File: config.mk
export PLATFORM = sky130hd
export DESIGN_NAME = ils_seq
export DESIGN_NICKNAME = d
export VERILOG_FILES = /design/src/ils_pkg.sv /design/src/ils_seq.sv
export SDC_FILE = /design/constraint.sdc
export NUM_CORES = 1
export LEC_CHECK = 0
export BUFFER_PORTS_ARGS = -buffer_cell sky130_fd_sc_hd__buf_4
export CAP_MARGIN = 10
export CORE_UTILIZATION = 50
export CTS_CLUSTER_DIAMETER = 30
export DETAILED_ROUTE_END_ITERATION = 6
export PLACE_DENSITY = 0.72
export SETUP_SLACK_MARGIN = 0.05
export SYNTH_ARGS = -nofsm -noshare
export SYNTH_HDL_FRONTEND = slang
export SYNTH_SLANG_ARGS = --single-unit
File: constraint.sdc
create_clock -name clk -period 4.7 [get_ports clk]
set_input_delay 0.94 -clock clk [delete_from_list [all_inputs] [get_ports clk]]
set_output_delay 0.94 -clock clk [all_outputs]
set_load 0.02 [all_outputs]
File: src/ils_pkg.sv
// Shared types and codes for the indexed list store.
// Item structs, operation and status codes, sequencer states, default sizes.
// No dependencies.
`default_nettype none

package ils_pkg;

	localparam int unsigned CAPACITY_DEF    = 1024;
	localparam int unsigned VALUE_WIDTH_DEF = 32;

	localparam int unsigned OP_W      = 3;
	localparam int unsigned POS_W     = 11;
	localparam int unsigned DATA_W    = 32;
	localparam int unsigned STATUS_W  = 2;
	localparam int unsigned CNT_OUT_W = 11;

	localparam logic [OP_W-1:0] OP_GET      = 3'd0;
	localparam logic [OP_W-1:0] OP_INS_HEAD = 3'd1;
	localparam logic [OP_W-1:0] OP_INS_TAIL = 3'd2;
	localparam logic [OP_W-1:0] OP_INS_AT   = 3'd3;
	localparam logic [OP_W-1:0] OP_DELETE   = 3'd4;

	localparam logic [STATUS_W-1:0] STAT_DONE  = 2'd0;
	localparam logic [STATUS_W-1:0] STAT_RANGE = 2'd1;
	localparam logic [STATUS_W-1:0] STAT_FULL  = 2'd2;

	typedef struct packed {
		logic [OP_W-1:0]          operation;
		logic [POS_W-1:0]         position;
		logic signed [DATA_W-1:0] new_value;
	} in_item_t;

	typedef struct packed {
		logic signed [DATA_W-1:0] read_value;
		logic [STATUS_W-1:0]      status;
		logic [CNT_OUT_W-1:0]     entry_count;
	} out_item_t;

	typedef enum logic [2:0] {
		S_CLEAR,
		S_IDLE,
		S_WALK,
		S_ALLOC,
		S_VREAD,
		S_FIX_RD,
		S_FIX_WR,
		S_RESP
	} seq_state_t;

endpackage

`default_nettype wire

File: src/ils_seq.sv
// Sequencer for the indexed list store: walks the link chain, allocates and
// frees slots and patches neighbour links by read-modify-write.
// Depends on ils_pkg; drives the link and value RAM ports.
`default_nettype none

module ils_seq #(
	parameter int unsigned CAPACITY    = ils_pkg::CAPACITY_DEF,
	parameter int unsigned VALUE_WIDTH = ils_pkg::VALUE_WIDTH_DEF,
	localparam int unsigned SW         = $clog2(CAPACITY),
	localparam int unsigned LW         = 2 * SW
) (
	input  logic                   clk,
	input  logic                   arst_n,
	input  logic                   req_valid,
	output logic                   req_stall,
	input  ils_pkg::in_item_t      req,
	output logic                   rsp_valid,
	input  logic                   rsp_stall,
	output ils_pkg::out_item_t     rsp,
	output logic                   lk_we,
	output logic [SW-1:0]          lk_waddr,
	output logic [LW-1:0]          lk_wdata,
	output logic [SW-1:0]          lk_raddr,
	input  logic [LW-1:0]          lk_rdata,
	output logic                   vl_we,
	output logic [SW-1:0]          vl_waddr,
	output logic [VALUE_WIDTH-1:0] vl_wdata,
	output logic [SW-1:0]          vl_raddr,
	input  logic [VALUE_WIDTH-1:0] vl_rdata
);

	import ils_pkg::*;

	localparam int unsigned CW    = $clog2(CAPACITY + 1);
	localparam int unsigned CMP_W = (CW > POS_W) ? CW : POS_W;
	localparam int unsigned VW    = VALUE_WIDTH;

	typedef enum logic [2:0] {K_GET, K_HEAD, K_TAIL, K_MID, K_DEL} kind_t;

	seq_state_t state_q, state_d;
	kind_t kind_q, kind_d;

	logic [SW-1:0] clr_q, clr_d;
	logic [SW-1:0] head_q, head_d;
	logic [SW-1:0] tail_q, tail_d;
	logic [SW-1:0] free_q, free_d;
	logic [CW-1:0] cnt_q, cnt_d;
	logic [SW-1:0] cur_q, cur_d;
	logic [POS_W-1:0] rem_q, rem_d;
	logic [VW-1:0] val_q, val_d;
	logic [SW-1:0] nx_q, nx_d;
	logic [SW-1:0] pv_q, pv_d;

	// pending link patches: a is worked first, b follows if valid
	logic [SW-1:0] fa_addr_q, fa_addr_d;
	logic          fa_is_next_q, fa_is_next_d;
	logic [SW-1:0] fa_val_q, fa_val_d;
	logic          fb_valid_q, fb_valid_d;
	logic [SW-1:0] fb_addr_q, fb_addr_d;
	logic          fb_is_next_q, fb_is_next_d;
	logic [SW-1:0] fb_val_q, fb_val_d;

	logic [DATA_W-1:0]   res_rd_q, res_rd_d;
	logic [STATUS_W-1:0] res_st_q, res_st_d;

	logic      rsp_valid_q;
	out_item_t rsp_q;
	logic      rsp_load;

	logic [SW-1:0]    lk_next, lk_prev;
	logic [CMP_W-1:0] pos_x, cnt_x;
	logic             full, empty;

	assign lk_next = lk_rdata[LW-1:SW];
	assign lk_prev = lk_rdata[SW-1:0];
	assign pos_x   = CMP_W'(req.position);
	assign cnt_x   = CMP_W'(cnt_q);
	assign full    = (cnt_q == CW'(CAPACITY));
	assign empty   = (cnt_q == '0);

	assign req_stall = (state_q != S_IDLE);
	assign rsp_valid = rsp_valid_q;
	assign rsp       = rsp_q;

	always_comb begin
		state_d      = state_q;
		kind_d       = kind_q;
		clr_d        = clr_q;
		head_d       = head_q;
		tail_d       = tail_q;
		free_d       = free_q;
		cnt_d        = cnt_q;
		cur_d        = cur_q;
		rem_d        = rem_q;
		val_d        = val_q;
		nx_d         = nx_q;
		pv_d         = pv_q;
		fa_addr_d    = fa_addr_q;
		fa_is_next_d = fa_is_next_q;
		fa_val_d     = fa_val_q;
		fb_valid_d   = fb_valid_q;
		fb_addr_d    = fb_addr_q;
		fb_is_next_d = fb_is_next_q;
		fb_val_d     = fb_val_q;
		res_rd_d     = res_rd_q;
		res_st_d     = res_st_q;
		rsp_load     = 1'b0;
		lk_we        = 1'b0;
		lk_waddr     = cur_q;
		lk_wdata     = {cur_q, cur_q};
		lk_raddr     = cur_q;
		vl_we        = 1'b0;
		vl_waddr     = free_q;
		vl_wdata     = val_q;
		vl_raddr     = cur_q;

		unique case (state_q)
			S_CLEAR: begin
				// thread every slot onto the free chain, last one back to slot 0
				lk_we    = 1'b1;
				lk_waddr = clr_q;
				if (clr_q == SW'(CAPACITY - 1)) begin
					lk_wdata = {{SW{1'b0}}, {SW{1'b0}}};
					state_d  = S_IDLE;
				end else begin
					lk_wdata = {clr_q + SW'(1), {SW{1'b0}}};
					clr_d    = clr_q + SW'(1);
				end
			end

			S_IDLE: begin
				if (req_valid) begin
					val_d    = VW'(64'($signed(req.new_value)));
					rem_d    = req.position;
					res_rd_d = '1;
					res_st_d = STAT_DONE;
					unique case (req.operation)
						OP_GET: begin
							if (pos_x >= cnt_x) begin
								res_st_d = STAT_RANGE;
								state_d  = S_RESP;
							end else begin
								kind_d   = K_GET;
								cur_d    = head_q;
								lk_raddr = head_q;
								state_d  = S_WALK;
							end
						end
						OP_INS_HEAD, OP_INS_TAIL: begin
							if (full) begin
								res_st_d = STAT_FULL;
								state_d  = S_RESP;
							end else begin
								kind_d   = (req.operation == OP_INS_HEAD) ? K_HEAD : K_TAIL;
								lk_raddr = free_q;
								state_d  = S_ALLOC;
							end
						end
						OP_INS_AT: begin
							priority if (pos_x > cnt_x) begin
								res_st_d = STAT_RANGE;
								state_d  = S_RESP;
							end else if (full) begin
								res_st_d = STAT_FULL;
								state_d  = S_RESP;
							end else if (pos_x == cnt_x) begin
								kind_d   = K_TAIL;
								lk_raddr = free_q;
								state_d  = S_ALLOC;
							end else if (req.position == '0) begin
								kind_d   = K_HEAD;
								lk_raddr = free_q;
								state_d  = S_ALLOC;
							end else begin
								kind_d   = K_MID;
								cur_d    = head_q;
								lk_raddr = head_q;
								state_d  = S_WALK;
							end
						end
						OP_DELETE: begin
							if (pos_x >= cnt_x) begin
								res_st_d = STAT_RANGE;
								state_d  = S_RESP;
							end else begin
								kind_d   = K_DEL;
								cur_d    = head_q;
								lk_raddr = head_q;
								state_d  = S_WALK;
							end
						end
						default: begin
							state_d = S_RESP;
						end
					endcase
				end
			end

			S_WALK: begin
				// lk_rdata holds the link word of cur_q
				if (rem_q != '0) begin
					cur_d    = lk_next;
					lk_raddr = lk_next;
					rem_d    = rem_q - POS_W'(1);
				end else begin
					unique case (kind_q)
						K_GET: begin
							vl_raddr = cur_q;
							state_d  = S_VREAD;
						end
						K_MID: begin
							nx_d     = cur_q;
							pv_d     = lk_prev;
							lk_raddr = free_q;
							state_d  = S_ALLOC;
						end
						K_DEL: begin
							// unlinked slot goes to the front of the free chain
							lk_we    = 1'b1;
							lk_waddr = cur_q;
							lk_wdata = {free_q, lk_prev};
							free_d   = cur_q;
							cnt_d    = cnt_q - CW'(1);
							priority if (cnt_q == CW'(1)) begin
								head_d  = '0;
								tail_d  = '0;
								state_d = S_RESP;
							end else if (cur_q == head_q) begin
								head_d       = lk_next;
								fa_addr_d    = lk_next;
								fa_is_next_d = 1'b0;
								fa_val_d     = lk_next;
								state_d      = S_FIX_RD;
							end else if (cur_q == tail_q) begin
								tail_d       = lk_prev;
								fa_addr_d    = lk_prev;
								fa_is_next_d = 1'b1;
								fa_val_d     = lk_prev;
								state_d      = S_FIX_RD;
							end else begin
								fa_addr_d    = lk_prev;
								fa_is_next_d = 1'b1;
								fa_val_d     = lk_next;
								fb_valid_d   = 1'b1;
								fb_addr_d    = lk_next;
								fb_is_next_d = 1'b0;
								fb_val_d     = lk_prev;
								state_d      = S_FIX_RD;
							end
						end
						default: begin
							state_d = S_RESP;
						end
					endcase
				end
			end

			S_ALLOC: begin
				// lk_rdata holds the link word of the free slot
				free_d   = lk_next;
				vl_we    = 1'b1;
				vl_waddr = free_q;
				vl_wdata = val_q;
				lk_we    = 1'b1;
				lk_waddr = free_q;
				cnt_d    = cnt_q + CW'(1);
				unique case (kind_q)
					K_HEAD: begin
						lk_wdata = {(empty ? free_q : head_q), free_q};
						head_d   = free_q;
						if (empty) begin
							tail_d  = free_q;
							state_d = S_RESP;
						end else begin
							fa_addr_d    = head_q;
							fa_is_next_d = 1'b0;
							fa_val_d     = free_q;
							state_d      = S_FIX_RD;
						end
					end
					K_TAIL: begin
						lk_wdata = {free_q, (empty ? free_q : tail_q)};
						tail_d   = free_q;
						if (empty) begin
							head_d  = free_q;
							state_d = S_RESP;
						end else begin
							fa_addr_d    = tail_q;
							fa_is_next_d = 1'b1;
							fa_val_d     = free_q;
							state_d      = S_FIX_RD;
						end
					end
					K_MID: begin
						lk_wdata     = {nx_q, pv_q};
						fa_addr_d    = pv_q;
						fa_is_next_d = 1'b1;
						fa_val_d     = free_q;
						fb_valid_d   = 1'b1;
						fb_addr_d    = nx_q;
						fb_is_next_d = 1'b0;
						fb_val_d     = free_q;
						state_d      = S_FIX_RD;
					end
					default: begin
						state_d = S_RESP;
					end
				endcase
			end

			S_FIX_RD: begin
				lk_raddr = fa_addr_q;
				state_d  = S_FIX_WR;
			end

			S_FIX_WR: begin
				lk_we    = 1'b1;
				lk_waddr = fa_addr_q;
				lk_wdata = fa_is_next_q ? {fa_val_q, lk_prev} : {lk_next, fa_val_q};
				if (fb_valid_q) begin
					fa_addr_d    = fb_addr_q;
					fa_is_next_d = fb_is_next_q;
					fa_val_d     = fb_val_q;
					fb_valid_d   = 1'b0;
					state_d      = S_FIX_RD;
				end else begin
					state_d = S_RESP;
				end
			end

			S_VREAD: begin
				res_rd_d = DATA_W'(64'($signed(vl_rdata)));
				state_d  = S_RESP;
			end

			S_RESP: begin
				if (!rsp_valid_q || !rsp_stall) begin
					rsp_load = 1'b1;
					state_d  = S_IDLE;
				end
			end
		endcase
	end

	always_ff @(posedge clk or negedge arst_n) begin
		if (!arst_n) begin
			state_q     <= S_CLEAR;
			clr_q       <= '0;
			head_q      <= '0;
			tail_q      <= '0;
			free_q      <= '0;
			cnt_q       <= '0;
			fb_valid_q  <= 1'b0;
			rsp_valid_q <= 1'b0;
		end else begin
			state_q    <= state_d;
			clr_q      <= clr_d;
			head_q     <= head_d;
			tail_q     <= tail_d;
			free_q     <= free_d;
			cnt_q      <= cnt_d;
			fb_valid_q <= fb_valid_d;
			if (rsp_load) begin
				rsp_valid_q <= 1'b1;
			end else if (!rsp_stall) begin
				rsp_valid_q <= 1'b0;
			end
		end
	end

	always_ff @(posedge clk) begin
		kind_q       <= kind_d;
		cur_q        <= cur_d;
		rem_q        <= rem_d;
		val_q        <= val_d;
		nx_q         <= nx_d;
		pv_q         <= pv_d;
		fa_addr_q    <= fa_addr_d;
		fa_is_next_q <= fa_is_next_d;
		fa_val_q     <= fa_val_d;
		fb_addr_q    <= fb_addr_d;
		fb_is_next_q <= fb_is_next_d;
		fb_val_q     <= fb_val_d;
		res_rd_q     <= res_rd_d;
		res_st_q     <= res_st_d;
		if (rsp_load) begin
			rsp_q.read_value  <= res_rd_q;
			rsp_q.status      <= res_st_q;
			rsp_q.entry_count <= CNT_OUT_W'(cnt_q);
		end
	end

endmodule

`default_nettype wire
==> key figures, run 1 <==
CTS
  – Cts bufs inserted: 54
  – Clk slew on worst S/H paths: 0.05 ns
  – Hold Buf Count CTS: 0
  – Clock Latency Late Sink: 0.57 ns
  – Htree depth: 2
  – Clock Sinks: 252
  – CTS root buf: clkbuf_16
  – Max clock buf depth: 3
  – CTS tree: done

Setup path
  – Capturing point of the worst reg2reg path: fb_addr_q[5]$_DFFE_PP_
  – CP max FO: 5
  – R2R setup slack: 1.22 ns
  – Worst Setup End Kind: output port
  – Crit path DAT: 3.57 ns
  – Crit path launch: rem_q[2]$_DFFE_PP_
  – WP data required: 3.76 ns
  – Critical R2R Launch: kind_q[2]$_DFFE_PP_
  – Crit start category: flip-flop
  – Critical Path Sink: lk_wdata[5]
  – CP Class: reg2out
  – FF-to-FF path depth: 7

Synth
  – Synth Register Bits: 252
  – Post-synth EDFFs: 196
  – Yosys top cell by area: edfxtp_1
  – Mapped Nets: 1,589
  – Count leader, synth: nand2_1
  – YS warnings: 0
  – Async SR Flop Fraction: 22.2%
  – Largest cells by area after synthesis: edfxtp_1 40%, dfrtp_1 9.5%, mux2i_1 5.9%, nand2_1 5.2%, a21oi_1 3.4%
  – Synth top area share: 40.0%
  – Synth Instances: 1,471
  – Sequential element share of the synthesized area: 49.5%
  – Cell area after synthesis: 0.0147 mm^2
  – Synthesized area per cell: 10.0 um^2
  – Leading cell types by count after synthesis: 203 x nand2_1, 196 x edfxtp_1, 118 x clkbuf_1
  – Main flop type after synthesis: edfxtp_1
  – Post-synthesis cell type count: 63

STA
  – Clock period minus worst slack: 4.51 ns
  – Slew Viols, Final: 0
  – Final setup viols: 0
  – Max-slew headroom: 33.8%
  – Worst-Margin Slew: 0.991 ns
  – Aggregate negative setup slack: 0 ns
  – Fmax: 221 MHz
  – Final period utilization: 96.1%
  – Setup ws final: 0.185 ns
  – RSZ-0062 raised after global routing: false
  – Clock Skew: 0.0303 ns
  – Endpoints failing hold: 0

Global route
  – First-pass GRT wire length: 82,600 um
  – Initial antenna violation count: 3
  – Vias in the first global route: 13,000
  – Total grt overflow: 0
  – Overall Global Routing Usage: 36.6%
  – Largest net degree at the start of global routing: 57

Floorplan
  – Initial Utilization: 51.0%
  – IO Pins: 243
  – Core box area: 0.0289 mm^2
  – Die Y: 174 um
  – Row count: 62
  – Die width: 174 um
  – Full die area: 0.0301 mm^2

Place
  – Gpl congestion: 1.01
  – Cells after DPL: 2,032
  – Post-DP HPWL: 37,900 um
  – Pre-CTS setup slack: 0.265 ns
  – Buffers on Ports: 242

Routing
  – Drt initial violations: 2,053
  – Routed vias: 13,900
  – DR WL/cell: 26.1 um
  – DRC: 0
  – Final ANT Viol Nets: 0
  – Drt total wl: 55,900 um
  – Vias per inst: 6.48
  – 1st-pass router iterations: 7

Run status
  – Outcome: completed

Flow run
  – Max Cap Viol: 0

Cells and area
  – Final std cells w/o fill: 2,142
  – Layout cell share with drive strength beyond 1: 26.1%
  – P&R area growth vs syn: 29.0%
  – Nets: 1,830
  – Fillers: 2,309

Power and ir drop
  – Worst ir drop on vdd: 0.000480 V
  – Pwr dens: 727 mW/mm^2
  – Leakage power: 0.00740 uW

Min path
  – Hold Crit Class: reg2reg
==> cell type report <==
cell class	instances	area, um^2	area share, %
Sequential cell	252	7290	38.4
Multi-Input combinational cell	1056	6850	36.1
Timing Repair Buffer	323	2420	12.8
Clock buffer	59	1390	7.33
Tap cell	384	480	2.53
Clock inverter	42	455	2.40
Inverter	25	93.8	0.494
Antenna cell	1	2.50	0.0132
==> report_power, final <==
group | internal [uW] | switching [uW] | leakage (uW) | total (uW)
Sequential | 3270 | 797 | 0.00243 | 4060
Combinational | 2230 | 3700 | 0.00408 | 5930
Clock | 2530 | 1280 | 0.000889 | 3810
==> worst max-delay path, stage by stage, from the launching register on <==
cell      delay (ns)
edfxtp_1        0.46
nor4_2          0.55
nand2_1         0.21
nor3_1          0.79
nand2_1         0.26
nand2_1         0.16
a21boi_0        0.20
o221ai_1        0.19
buf_4           0.21
==> layer usage <==
metal	track usage (%)	wire length [um]	vias to the layer above	share of wire (%)
met5	0	9	-	0.016
met1	47.8	21200	6593	38
li1	-	-	5947	-
met2	54.6	24100	1068	43
met3	9.43	6920	261	12
met4	22.5	3690	2	6.6
==> cells in the final DEF, fill, tap and decap left out, types with 23 or more instances in the layout <==
master and count:
buf_4 322, nand2_1 202, edfxtp_1 196, a21oi_1 98, mux2i_1 86, o21ai_0 82
nor2_1 76, clkbuf_16 55, dfrtp_1 55, nand2b_1 49, xnor2_1 43, a22o_1 40
mux2_2 25, inv_1 23, a31oi_1 23
==> timing repair <==
| item | 4_1_cts | 5_1_grt |
|---|---|---|
| endpoints found under the setup margin | 0 | 21 |
| resized for setup | 0 | 6 |
| setup buffers | 0 | 7 |
==> stage by stage <==
step	utilization, %	cell area [um^2]	hold slack [ns]	total power, uW
after floorplan	-	14700	0.400	7300
after global placement	59.0	17000	0.400	9690
after detailed placement	59.0	17000	0.405	9770
after CTS	65.4	18900	0.408	13600
after global routing	65.8	19000	0.416	14300
final	65.8	19000	0.407	13800
==> how the worst min path moves through the flow <==
stage                                    startpoint                end  cells past startpoint
final                     res_rd_q[1]$_SDFFCE_PN1P_  rsp[14]$_DFFE_PP_                      0
after global routing      res_rd_q[7]$_SDFFCE_PN1P_  rsp[20]$_DFFE_PP_                      0
after CTS                 res_rd_q[1]$_SDFFCE_PN1P_  rsp[14]$_DFFE_PP_                      0
after detailed placement  res_rd_q[1]$_SDFFCE_PN1P_  rsp[14]$_DFFE_PP_                      0
after global placement    res_rd_q[3]$_SDFFCE_PN1P_  rsp[16]$_DFFE_PP_                      0
after floorplan               res_st_q[0]$_DFFE_PP_  rsp[11]$_DFFE_PP_                      0
==> state kept, by name (all words and copies together), names as in the netlist, 10 cells and up <==
register and flops:
rsp 45, res_rd_q 32, vl_wdata 32, cnt_q 11
rem_q 11, clr_q 10, cur_q 10, fa_addr_q 10
fa_val_q 10, fb_addr_q 10, fb_val_q 10, head_q 10
nx_q 10, pv_q 10, tail_q 10, vl_waddr 10
==> cells by family (layout without fill, tap and decap cells) <==
logic type               count (synthesis)  in the layout  synth area share, %
AND/OR/NAND/NOR                        451            451                 14.5
AO/OA/AOI/OAI                          424            424                 19.2
flip-flops                             252            252                 49.5
buffers and inverters                  163            449                 4.43
multiplexers                           111            111                 7.76
XOR/XNOR                                54             54                 3.21
adder cells (fa/ha/maj)                 16             16                 1.36
other                                    0              1                    0
(Power assumes the default switching activity.)
==> run 2, diff against run 1 <==
--- a/config.mk
+++ b/config.mk
@@ -10,8 +10,9 @@
 export CORE_UTILIZATION = 50
 export CTS_CLUSTER_DIAMETER = 30
 export DETAILED_ROUTE_END_ITERATION = 6
-export PLACE_DENSITY = 0.72
+export PLACE_DENSITY = 0.75
 export SETUP_SLACK_MARGIN = 0.05
+export SKIP_CTS_REPAIR_TIMING = 1
 export SYNTH_ARGS = -nofsm -noshare
 export SYNTH_HDL_FRONTEND = slang
 export SYNTH_SLANG_ARGS = --single-unit
==> constraint.sdc (replaced) <==
create_clock -name clk -period 3.8 [get_ports clk]
set_input_delay 0.76 -clock clk [delete_from_list [all_inputs] [get_ports clk]]
set_output_delay 0.76 -clock clk [all_outputs]
set_load 0.02 [all_outputs]
==> run 2 against run 1 <==
The run now ends with setup timing left. Count of clock-buffer cells in the layout decreased by 1. Non-clock buffer count up 74. Die area stayed put. Highest routed layer is now met4.
==> key figures, run 2 (same netlist as run 1, synthesis figures left out) <==
STA
  – Endpoints failing hold: 0 (unchanged)
  – Final setup viols: 23 (+23)
  – Fmax: 244 MHz
  – Clock period minus worst slack: 4.10 ns
  – Max-slew headroom: 44.0% (+10 points)
  – Worst-Margin Slew: 0.839 ns (-0.152 ns)
  – RSZ-0062 raised after global routing: true
  – Setup ws final: -0.302 ns (-0.487 ns)
  – Final hold slack: 0.293 ns (-0.114 ns)
  – Final period utilization: 108%
  – Clock Skew: 0.0195 ns (-0.0108 ns)
  – Slew Viols, Final: 0 (unchanged)

Setup path
  – FF-to-FF path depth: 9 (+2)
  – Critical Path Sink: lk_wdata[4]
  – Worst Setup End Kind: output port
  – Crit path launch: cnt_q[7]$_DFFE_PN0P_
  – Capturing point of the worst reg2reg path: tail_q[2]$_DFFE_PN0P_
  – CP most frequent cell: buf_6
  – R2R setup slack: 0.57 ns (-0.65 ns)
  – Crit start category: flip-flop
  – Crit path DAT: 3.34 ns (-0.23 ns)
  – CP Class: reg2out
  – Largest stage delay on the critical path: 0.57 ns (-0.22 ns)
  – WP data required: 3.04 ns (-0.72 ns)
  – CP max FO: 4 (-1)
  – Critical path cell sequence: buf_6 > or4_4 > nor4_4 > buf_6 > buf_12 > clkbuf_16 > nand2_2 > a21boi_2 > o211ai_1 > a21oi_1 > o221ai_1 > buf_4
  – CP max stage cell: or4_4
  – Critical R2R Launch: cur_q[8]$_DFFE_PP_

Global route
  – Total grt overflow: 0 (unchanged)
  – Initial antenna violation count: 2 (-1)
  – Vias in the first global route: 13,500 (+3.9%)
  – First-pass GRT wire length: 85,300 um (+3.3%)
  – Largest net degree at the start of global routing: 61 (+7.0%)
  – Overall Global Routing Usage: 37.9% (+1.3 points)

Min path
  – Hold Crit Class: in2async

Run status
  – Failing checks: setup timing
  – Outcome: finished, violations left

Floorplan
  – Full die area: 0.0301 mm^2 (unchanged)
  – Row count: 62 (unchanged)
  – Die Y: 174 um (unchanged)
  – IO Pins: 243 (unchanged)
  – Initial Utilization: 51.0% (unchanged)
  – Die width: 174 um (unchanged)
  – Core box area: 0.0289 mm^2 (unchanged)

CTS
  – CTS root buf: clkbuf_16
  – Clk slew on worst S/H paths: 0.05 ns (about the same)
  – Cts bufs inserted: 56 (+3.7%)
  – Clock Sinks: 252 (unchanged)
  – CTS tree: done
  – Clock Latency Late Sink: 0.59 ns (+0.02 ns)
  – Max clock buf depth: 3 (unchanged)
  – Htree depth: 2 (unchanged)

Routing
  – Max Used Layer: met4
  – DR WL/cell: 26.8 um (+2.6%)
  – Metal3 WL: 7870 um (+14%)
  – Vias per inst: 6.53 (+0.91%)
  – Drt total wl: 59,500 um (+6.4%)
  – WL met1: 22,300 um (+5.4%)
  – Final ANT Viol Nets: 0 (unchanged)
  – 1st-pass router iterations: 6 (-1)
  – DRC: 0 (unchanged)
  – Routed vias: 14,500 (+4.6%)
  – WL met2: 25,500 um (+5.8%)
  – Drt initial violations: 2,015 (-1.9%)

Cells and area
  – Final std cells w/o fill: 2,221 (+3.7%)
  – Nets: 1,906 (+4.2%)
  – Max reg flops: 45 (unchanged)
  – Most common cell after layout, fill and taps aside: buf_4
  – Finished Core Util: 70.5% (+4.7 points)
  – P&R area growth vs syn: 38.3%
  – Most frequent cells in the layout: 375 x buf_4, 198 x nand2_1, 196 x edfxtp_1
  – Layout cell share with drive strength beyond 1: 34.0% (+7.9 points)

Power and ir drop
  – Pwr dens: 907 mW/mm^2 (+25%)
  – P_int: 10,800 uW (+34%)
  – Pwr Total: 18,400 uW (+34%)
  – Sw frac: 41.7% (-0.16 points)
  – Logic pwr share: 44.9% (+1.9 points)
  – Worst ir drop on vdd: 0.000544 V (+13%)
  – Switching power: 7700 uW (+33%)
  – Leakage power: 0.00799 uW (+7.9%)
  – Clock share of power: 28.3% (+0.7 points)
  – Sequential power share: 26.8% (-2.6 points)

Place
  – Cells after DPL: 2,076 (+2.2%)
  – Post-DP HPWL: 40,900 um (+7.7%)
  – Buffers on Ports: 242 (unchanged)
  – Gpl congestion: 1.02 (+0.91%)

Flow run
  – Max Cap Viol: 0 (unchanged)
run 2: cell count changes in the layout (fill, tap and decap cells not counted), moves of 9 or more:
cell	change
a21oi_2	+10
clkinv_1	-9
buf_4	+53
a21oi_1	-10
buf_6	+13
run 2: area by class of cell:
class / count / area (um^2)
fillers: 2161 / 8510
flip-flops and latches: 252 / 7290
multi-input cells: 1056 / 7260
repair buffers: 397 / 3160
clock buffers: 58 / 1420
clock inverters: 47 / 646
well taps: 384 / 480
inverters: 25 / 93.8
diodes: 2 / 5.00
run 2: how the worst min path moves through the flow:
stage | endpoint | slack [ns] | cells past startpoint
6_report | vl_waddr[0]$_DFFE_PN0P_ | 0.29 | 1
5_1_grt | cnt_q[9]$_DFFE_PN0P_ | 0.34 | 1
4_1_cts | cnt_q[9]$_DFFE_PN0P_ | 0.31 | 1
3_5_place_dp | rsp[27]$_DFFE_PP_ | 0.40 | 0
3_3_place_gp | rsp[28]$_DFFE_PP_ | 0.40 | 0
2_1_floorplan | rsp[11]$_DFFE_PP_ | 0.40 | 0
run 2: per-layer routing:
layer,vias to the layer above,track usage [%]
met5,-,0
met4,0,21.0
met3,295,9.76
met2,1221,56.4
met1,6887,50.6
li1,6111,-
run 2: power by group through the flow:
stage          clock network, uW  logic [uW]  registers (uW)
2_1_floorplan                  0        4230            4790
3_3_place_gp                   0        7420            4890
3_5_place_dp                   0        7490            4910
4_1_cts                     5240        7540            4880
5_1_grt                     5380        8640            4970
6_report                    5210        8280            4950
run 2: metrics by stage:
stage	instance area, um^2	worst slack [ns]	setup TNS (ns)
after global placement	17400	-0.153	-0.656
after CTS	19500	-0.466	-5.67
after detailed placement	17400	-0.158	-0.875
final	20300	-0.302	-4.38
after floorplan	14700	0.126	0
after global routing	20300	-0.352	-6.06
run 2: worst max-delay path, delay by kind of cell (launching register included):
| family | cells | cell delay, ns |
|---|---|---|
| AO/OA/AOI/OAI | 4 | 0.73 |
| buffers and inverters | 5 | 0.70 |
| flip-flops | 1 | 0.39 |
| AND/OR/NAND/NOR | 3 | 0.92 |
